`config.mk`:
```
export PLATFORM = sky130hd
export DESIGN_NAME = banked_event_deframer
export DESIGN_NICKNAME = d
export VERILOG_FILES = /design/src/hw/rtl/bde_pkg.sv /design/src/hw/rtl/banked_event_deframer.sv /design/src/hw/rtl/bde_in_reg.sv /design/src/hw/rtl/bde_parser.sv /design/src/hw/rtl/bde_out_reg.sv
export SDC_FILE = /design/constraint.sdc
export NUM_CORES = 1
export LEC_CHECK = 0
export BUFFER_PORTS_ARGS = -buffer_cell sky130_fd_sc_hd__buf_2
export CAP_MARGIN = 0
export CELL_PAD_IN_SITES_DETAIL_PLACEMENT = 0
export CELL_PAD_IN_SITES_GLOBAL_PLACEMENT = 1
export CORE_MARGIN = 3
export CORE_UTILIZATION = 50
export CTS_CLUSTER_SIZE = 12
export DETAILED_ROUTE_END_ITERATION = 8
export PLACE_DENSITY_LB_ADDON = 0.2
export SLEW_MARGIN = 20
export SYNTH_ARGS = -nofsm -noshare
export SYNTH_HDL_FRONTEND = slang
export SYNTH_SLANG_ARGS = --single-unit
```
`constraint.sdc`:
```
create_clock -name clk -period 13.6 [get_ports clk]
set_input_delay 0.68 -clock clk [delete_from_list [all_inputs] [get_ports clk]]
set_output_delay 0.68 -clock clk [all_outputs]
set_load 0.02 [all_outputs]
```
`src/hw/rtl/bde_pkg.sv`:
```
// Shared types and constants for the banked event deframer.
// Depends on nothing; imported by every module of the block.
`default_nettype none

package bde_pkg;

	localparam int unsigned WORD_W   = 32;
	localparam int unsigned OFFSET_W = 31;
	localparam int unsigned FLAG_BIT = 31;
	localparam int unsigned HDR_W    = 2;

	localparam logic [HDR_W-1:0] HDR_OFFSET_POS = 2'd2;
	localparam logic [HDR_W-1:0] HDR_COUNT_POS  = 2'd3;
	localparam logic [HDR_W-1:0] PREFIX_LAST    = 2'd3;

	localparam int unsigned TDATA_W = 128;
	localparam int unsigned TUSER_W = 2;

	typedef struct packed {
		logic [WORD_W-1:0] word;
		logic              last;
	} bde_beat_t;

	typedef struct packed {
		logic                event_valid;
		logic [WORD_W-1:0]   first_event_word;
		logic [WORD_W-1:0]   second_event_word;
		logic [WORD_W-1:0]   bank_id;
		logic [OFFSET_W-1:0] tof_offset;
		logic                tof_corrected;
		logic                packet_end;
		logic                packet_short;
	} bde_result_t;

endpackage

`default_nettype wire

```
`src/hw/rtl/banked_event_deframer.sv`:
```
// Banked event deframer top level: input register, parser, result register.
// Depends on bde_pkg, bde_in_reg, bde_parser and bde_out_reg.
//
// Usage:
//   s_axis carries the packet payload, one 32-bit word per beat, with tlast
//   on the final word of each packet. The first four words are skipped as
//   prefix; source headers, bank headers and two-word events follow.
//   m_axis carries one beat per completed event and one on the packet's last
//   word (both merged into one beat when they coincide). tlast marks packet
//   end; tuser flags event valid and a packet too short for its prefix.
//   Non-event beats carry all-zero tdata.
//   Throughput: one input beat per cycle while the result register can take
//   results; the parse update between the input and result registers is
//   combinational, and each result passes through both registers.
//   When the receiver stalls, the result register holds its beat; beats
//   that make no result keep flowing, and input stalls only once a new
//   result has nowhere to go.
//   Reset (arst_n low) empties both registers and returns the parser to the
//   packet prefix; no clearing pass is needed.
`default_nettype none

module banked_event_deframer (
	input  wire logic                          clk,
	input  wire logic                          arst_n,
	input  wire logic                          s_axis_tvalid,
	output logic                               s_axis_tready,
	input  wire logic [bde_pkg::WORD_W-1:0]    s_axis_tdata,  // payload_word
	input  wire logic                          s_axis_tlast,  // last_word
	output logic                               m_axis_tvalid,
	input  wire logic                          m_axis_tready,
	// first_event_word, second_event_word, bank_id, tof_offset, tof_corrected
	output logic [bde_pkg::TDATA_W-1:0]        m_axis_tdata,
	output logic                               m_axis_tlast,  // packet_end
	output logic [bde_pkg::TUSER_W-1:0]        m_axis_tuser   // event_valid, packet_short
);
	import bde_pkg::*;

	bde_beat_t   in_beat, s1_beat;
	logic        s1_valid, s1_ready;
	bde_result_t pr_res, out_res;
	logic        pr_valid, pr_ready;

	assign in_beat.word = s_axis_tdata;
	assign in_beat.last = s_axis_tlast;

	bde_in_reg u_in_reg (
		.clk       (clk),
		.arst_n    (arst_n),
		.in_valid  (s_axis_tvalid),
		.in_ready  (s_axis_tready),
		.in_beat   (in_beat),
		.out_valid (s1_valid),
		.out_ready (s1_ready),
		.out_beat  (s1_beat)
	);

	bde_parser u_parser (
		.clk       (clk),
		.arst_n    (arst_n),
		.in_valid  (s1_valid),
		.in_ready  (s1_ready),
		.in_beat   (s1_beat),
		.res_valid (pr_valid),
		.res_ready (pr_ready),
		.res       (pr_res)
	);

	bde_out_reg u_out_reg (
		.clk       (clk),
		.arst_n    (arst_n),
		.in_valid  (pr_valid),
		.in_ready  (pr_ready),
		.in_res    (pr_res),
		.out_valid (m_axis_tvalid),
		.out_ready (m_axis_tready),
		.out_res   (out_res)
	);

	assign m_axis_tdata = {out_res.tof_corrected, out_res.tof_offset, out_res.bank_id,
		out_res.second_event_word, out_res.first_event_word};
	assign m_axis_tlast = out_res.packet_end;
	assign m_axis_tuser = {out_res.packet_short, out_res.event_valid};

endmodule

`default_nettype wire

```
`src/hw/rtl/bde_in_reg.sv`:
```
// Input register stage: holds one accepted payload beat for the parser.
// Depends on bde_pkg.
`default_nettype none

module bde_in_reg (
	input  wire logic              clk,
	input  wire logic              arst_n,
	input  wire logic              in_valid,
	output logic                   in_ready,
	input  wire bde_pkg::bde_beat_t in_beat,
	output logic                   out_valid,
	input  wire logic              out_ready,
	output bde_pkg::bde_beat_t     out_beat
);
	import bde_pkg::*;

	logic      valid_s1;
	bde_beat_t beat_s1;

	assign in_ready  = !valid_s1 || out_ready;
	assign out_valid = valid_s1;
	assign out_beat  = beat_s1;

	always_ff @(posedge clk or negedge arst_n) begin
		if (!arst_n) begin
			valid_s1 <= 1'b0;
		end else if (in_ready) begin
			valid_s1 <= in_valid;
		end
	end

	always_ff @(posedge clk) begin
		if (in_ready && in_valid) begin
			beat_s1 <= in_beat;
		end
	end

endmodule

`default_nettype wire

```
`src/hw/rtl/bde_parser.sv`:
```
// Parse state machine: walks prefix, source headers, banks and events,
// one word per beat. Depends on bde_pkg.
`default_nettype none

module bde_parser (
	input  wire logic               clk,
	input  wire logic               arst_n,
	input  wire logic               in_valid,
	output logic                    in_ready,
	input  wire bde_pkg::bde_beat_t in_beat,
	output logic                    res_valid,
	input  wire logic               res_ready,
	output bde_pkg::bde_result_t    res
);
	import bde_pkg::*;

	typedef enum logic [2:0] {
		PH_PREFIX,
		PH_SRC_HDR,
		PH_BANK_ID,
		PH_BANK_CNT,
		PH_EV_FIRST,
		PH_EV_SECOND
	} phase_t;

	phase_t              phase_q, phase_d;
	logic [HDR_W-1:0]    hdr_q, hdr_d;
	logic [WORD_W-1:0]   banks_q, banks_d;
	logic [WORD_W-1:0]   events_q, events_d;
	logic [WORD_W-1:0]   bank_q, bank_d;
	logic [OFFSET_W-1:0] offset_q, offset_d;
	logic                flag_q, flag_d;
	logic [WORD_W-1:0]   held_q;
	logic [WORD_W-1:0]   banks_dec, events_dec;
	logic                emit, fire, ev, short_pkt;
	logic [WORD_W-1:0]   w;
	logic                last;

	assign w    = in_beat.word;
	assign last = in_beat.last;

	assign emit     = (phase_q == PH_EV_SECOND) || last;
	assign in_ready = !emit || res_ready;
	assign fire     = in_valid && in_ready;

	assign banks_dec  = banks_q - {{(WORD_W-1){1'b0}}, (banks_q != '0)};
	assign events_dec = events_q - {{(WORD_W-1){1'b0}}, (events_q != '0)};

	always_comb begin
		phase_d   = phase_q;
		hdr_d     = hdr_q;
		banks_d   = banks_q;
		events_d  = events_q;
		bank_d    = bank_q;
		offset_d  = offset_q;
		flag_d    = flag_q;
		ev        = 1'b0;
		short_pkt = 1'b0;
		case (phase_q)
			PH_SRC_HDR: begin
				if (hdr_q == HDR_OFFSET_POS) begin
					offset_d = w[OFFSET_W-1:0];
					flag_d   = w[FLAG_BIT];
				end
				if (hdr_q == HDR_COUNT_POS) begin
					banks_d = w;
					hdr_d   = '0;
					if (w != '0) begin
						phase_d = PH_BANK_ID;
					end
				end else begin
					hdr_d = hdr_q + 2'd1;
				end
			end
			PH_BANK_ID: begin
				bank_d  = w;
				phase_d = PH_BANK_CNT;
			end
			PH_BANK_CNT: begin
				events_d = w;
				if (w == '0) begin
					banks_d = banks_dec;
					if (banks_dec == '0) begin
						phase_d = PH_SRC_HDR;
						hdr_d   = '0;
					end else begin
						phase_d = PH_BANK_ID;
					end
				end else begin
					phase_d = PH_EV_FIRST;
				end
			end
			PH_EV_FIRST: begin
				phase_d = PH_EV_SECOND;
			end
			PH_EV_SECOND: begin
				ev       = 1'b1;
				events_d = events_dec;
				if (events_dec == '0) begin
					banks_d = banks_dec;
					if (banks_dec == '0) begin
						phase_d = PH_SRC_HDR;
						hdr_d   = '0;
					end else begin
						phase_d = PH_BANK_ID;
					end
				end else begin
					phase_d = PH_EV_FIRST;
				end
			end
			default: begin
				if (hdr_q == PREFIX_LAST) begin
					hdr_d   = '0;
					phase_d = PH_SRC_HDR;
				end else begin
					short_pkt = last;
					hdr_d     = hdr_q + 2'd1;
				end
			end
		endcase
		if (last) begin
			phase_d  = PH_PREFIX;
			hdr_d    = '0;
			banks_d  = '0;
			events_d = '0;
			bank_d   = '0;
			offset_d = '0;
			flag_d   = 1'b0;
		end
	end

	always_comb begin
		res = '0;
		res.event_valid  = ev;
		res.packet_end   = last;
		res.packet_short = short_pkt;
		if (ev) begin
			res.first_event_word  = held_q;
			res.second_event_word = w;
			res.bank_id           = bank_q;
			res.tof_offset        = offset_q;
			res.tof_corrected     = flag_q;
		end
	end

	assign res_valid = fire && emit;

	always_ff @(posedge clk or negedge arst_n) begin
		if (!arst_n) begin
			phase_q  <= PH_PREFIX;
			hdr_q    <= '0;
			banks_q  <= '0;
			events_q <= '0;
			bank_q   <= '0;
			offset_q <= '0;
			flag_q   <= 1'b0;
		end else if (fire) begin
			phase_q  <= phase_d;
			hdr_q    <= hdr_d;
			banks_q  <= banks_d;
			events_q <= events_d;
			bank_q   <= bank_d;
			offset_q <= offset_d;
			flag_q   <= flag_d;
		end
	end

	// first event word, only read after it is written in the same event
	always_ff @(posedge clk) begin
		if (fire && (phase_q == PH_EV_FIRST)) begin
			held_q <= w;
		end
	end

endmodule

`default_nettype wire

```
`src/hw/rtl/bde_out_reg.sv`:
```
// Result register: holds one result beat until the receiver takes it.
// Depends on bde_pkg.
`default_nettype none

module bde_out_reg (
	input  wire logic                 clk,
	input  wire logic                 arst_n,
	input  wire logic                 in_valid,
	output logic                      in_ready,
	input  wire bde_pkg::bde_result_t in_res,
	output logic                      out_valid,
	input  wire logic                 out_ready,
	output bde_pkg::bde_result_t      out_res
);
	import bde_pkg::*;

	logic        valid_q;
	bde_result_t res_q;

	assign in_ready  = !valid_q || out_ready;
	assign out_valid = valid_q;
	assign out_res   = res_q;

	always_ff @(posedge clk or negedge arst_n) begin
		if (!arst_n) begin
			valid_q <= 1'b0;
		end else if (in_ready) begin
			valid_q <= in_valid;
		end
	end

	always_ff @(posedge clk) begin
		if (in_ready && in_valid) begin
			res_q <= in_res;
		end
	end

endmodule

`default_nettype wire

```
==> results.sh <==
export IMPL_p_per_area_nw_per_um2=238.7
export IMPL_cts_made_buffers=36
export IMPL_place_gp_congestion=0.9048
export IMPL_max_cap_violations=0
export IMPL_place_inst=1845
export IMPL_initial_core_util=0.5122
export IMPL_drive_gt1_frac=0.1743
export IMPL_worstSetupPathType="flop to flop"
export IMPL_synth_edf_count=196
export IMPL_r2r_cells=15
export IMPL_die_w_um=178.4
export IMPL_syn_num_nets=1410
export IMPL_ys_types=72
export IMPL_drtIter0Drc=1143
export IMPL_synth_xor_area_frac=0.005893
export IMPL_grt_overflow_total=0
export IMPL_ys_top_cells_by_count="edfxtp_1 (196), o21ai_0 (177), nand2_1 (159), dfrtp_1 (135), and2_1 (129)"
export IMPL_ir_drop_mv=0.1717
export IMPL_path_cells="nor3_1, nand2_1, nor4_1, nand2_1, ha_1, ha_1, nor3b_2, nand4_1, o31ai_1, nand4_1, a2111o_1, o22a_1, buf_4, or3_1, o21ai_0"
export IMPL_viasPerCell=5.914
export IMPL_start_kind="flop"
export IMPL_netlist_top_cells_area="edfxtp_1 (40%), dfrtp_1 (23%), o21ai_0 (6.0%)"
export IMPL_min_period_over_period=0.4324
export IMPL_maxSlewViolCount=0
export IMPL_grt_max_degree=111
export IMPL_grt_pass1_wl_mm=61.53
export IMPL_antenna_found_initial=0
export IMPL_final_net_count=1542
export IMPL_use_met2=0.3953
export IMPL_layout_min_cycle_time_ns=5.881
export IMPL_htreeDepth=2
export IMPL_postCtsSetupRepairBufs=0
export IMPL_wl_mm=40.04
export IMPL_firstDrtPassIters=5
export IMPL_netlist_area_um2=14860
export IMPL_die_h_um=178.4
export IMPL_yosys_cell_count_top_type="edfxtp_1"
export IMPL_clk_latency_ns=0.52
export IMPL_rows=62
export IMPL_syn_area_per_cell_um2=10.87
export IMPL_r2r_start="u_parser.events_q[16]"
export IMPL_hp_class="primary input to async pin"
export IMPL_drc_errors=0
export IMPL_synth_flop_cell="edfxtp_1"
export IMPL_dp_hpwl_mm=25.80
export IMPL_grt_use_met1=0.3647
export IMPL_syn_inst=1367
export IMPL_fin_util=0.5907
export IMPL_clock_sinks=331
export IMPL_synth_top_area_cell="edfxtp_1"
export IMPL_design_core_area_um2=29010
export IMPL_tightest_slew_ns=1.108
export IMPL_cp_data_required_time_ns=14.03
export IMPL_clockBufferDepth=3
export IMPL_hold_buffers=0
export IMPL_cts_resized=0
export IMPL_diodes=0
export IMPL_r2r_end="u_parser.banks_q[5]"
export IMPL_grt_usage=0.2514
export IMPL_rsz0062_at_grt="no"
export IMPL_yosys_area_share_simple=0.1966
export IMPL_arrival_ns=6.31
export IMPL_ant_nets=0
export IMPL_fmax_mhz=170.1
export IMPL_synth_top_family_by_area="simple AND/OR/NAND/NOR gates"
export IMPL_yosysWarningCount=0
export IMPL_setup_violations=0
export IMPL_area_delta_synth_final_pct=15.32
export IMPL_r2r_slack_ns=7.72
export IMPL_io_pins=170
export IMPL_numPortBuffers=169
export IMPL_status="finished clean"
export IMPL_cp_end_kind="flop"
export IMPL_finalNonFillerCells=1910
export IMPL_power_total_mw=4.091
export IMPL_synth_top_area_share=0.3960
export IMPL_hold_viol=0
export IMPL_critical_path_max_stage_delay_ns=0.77
export IMPL_clock_root_buffer="clkbuf_16"
export IMPL_async_flop_share=0.4079
export IMPL_synthMuxAreaShare=0.003620
export IMPL_relSlewSlack=0.2617
export IMPL_seq_area_frac_synth=0.6233
export IMPL_synth_seq_cells=331
export IMPL_setup_tns_ns=0
export IMPL_path_clk_slew_ns=0.06
export IMPL_grt_pass1_vias=10340
export IMPL_vias=11300
export IMPL_die_area_um2=31830
export IMPL_slowest_stage="or3_1"
export IMPL_path_max_fanout=38
export IMPL_met3_usage=0.04002
export IMPL_wire_per_inst_um=20.96
export IMPL_fin_worst_skew_ns=0.01833
export IMPL_leakage_nw=6.901
export IMPL_cts_tree="done"
export IMPL_synth_compound_area_frac=0.1366
export IMPL_busiest_layer="met2"
export IMPL_synthAdderAreaFrac=0.005051
==> placed cells by master (no fill, tap or decap), drive strengths merged, types with 10 or more instances in the layout <==
| master | instances |
|---|---|
| a21oi | 87 |
| a22oi | 10 |
| and2 | 129 |
| and3 | 13 |
| buf | 187 |
| clkbuf | 57 |
| dfrtp | 135 |
| edfxtp | 196 |
| inv | 15 |
| nand2 | 159 |
| nand3 | 11 |
| nand4 | 23 |
| nor2 | 64 |
| nor3 | 46 |
| nor4 | 33 |
| o21ai | 201 |
| o31ai | 15 |
| or3 | 10 |
| or4 | 12 |
==> sequential cells by signal, indices dropped and copies added, names as in the netlist, 2 cells and up <==
name               flops
u_out_reg.out_res    131
u_in_reg.out_beat     33
u_parser.bank_q       32
u_parser.banks_q      32
u_parser.events_q     32
u_parser.held_q       32
u_parser.offset_q     31
u_parser.phase_q       3
u_parser.hdr_q         2
==> worst max-delay path, delay by kind of cell, from the launching register on <==
family | cells | cell delay, ns
and+or+nand+nor | 8 | 2.94
DFF | 1 | 0.54
adders and majority gates | 2 | 0.50
AOI/OAI and AO/OA | 4 | 1.54
buffers and inverters | 1 | 0.26
==> layer usage <==
layer / wire length [um] / vias to the layer above / share of wire
li1: - / 5268 / -
met1: 17340 / 5501 / 0.43
met2: 18550 / 446 / 0.46
met3: 3079 / 80 / 0.077
met4: 1065 / 0 / 0.027
met5: 0 / - / 0
==> worst max-delay path by stage <==
stage | cells past startpoint | endpoint | slack (ns) | startpoint
floorplan | 8 | u_out_reg.out_res[0] | 6.29 | u_parser.phase_q[2]
global placement | 15 | u_parser.banks_q[6] | 8.07 | u_parser.events_q[16]
detailed placement | 15 | u_parser.banks_q[3] | 7.86 | u_parser.events_q[16]
CTS | 15 | u_parser.banks_q[5] | 7.86 | u_parser.events_q[16]
global route | 15 | u_parser.banks_q[4] | 7.14 | u_parser.events_q[16]
finish | 15 | u_parser.banks_q[5] | 7.72 | u_parser.events_q[16]
==> metrics by stage <==
step	hold WS, ns	cell area, um2	setup WS (ns)
after global routing	0.1873	17140	7.143
after global placement	0.4533	16010	8.067
after detailed placement	0.4618	16020	7.857
after CTS	0.1712	17140	7.857
after floorplan	0.3844	14860	6.288
final	0.1552	17140	7.719
==> report_power, final <==
part | switching [mW] | leakage, nW | internal (mW)
Combinational | 1.15 | 2.67 | 0.564
Clock | 0.383 | 0.544 | 0.541
Sequential | 0.177 | 3.68 | 1.28
Total | 1.71 | 6.90 | 2.38
==> cells by family after synthesis <==
| family | count (synthesis) |
|---|---|
| flip-flops | 331 |
| AND/OR/NAND/NOR | 544 |
| adder cells (fa/ha/maj) | 6 |
| multiplexers | 5 |
| AO/OA/AOI/OAI | 363 |
| buffers and inverters | 108 |
| XOR/XNOR | 10 |
==> layout make-up <==
cell class	count	area (um2)
Fill cell	2430	11870
Sequential cell	331	9264
Multi-Input combinational cell	928	5234
Clock buffer	57	1030
Timing Repair Buffer	187	987.2
Tap cell	384	480.5
Clock inverter	8	87.58
Inverter	15	56.30
Note: power is estimated with default switching activity, not from simulation.
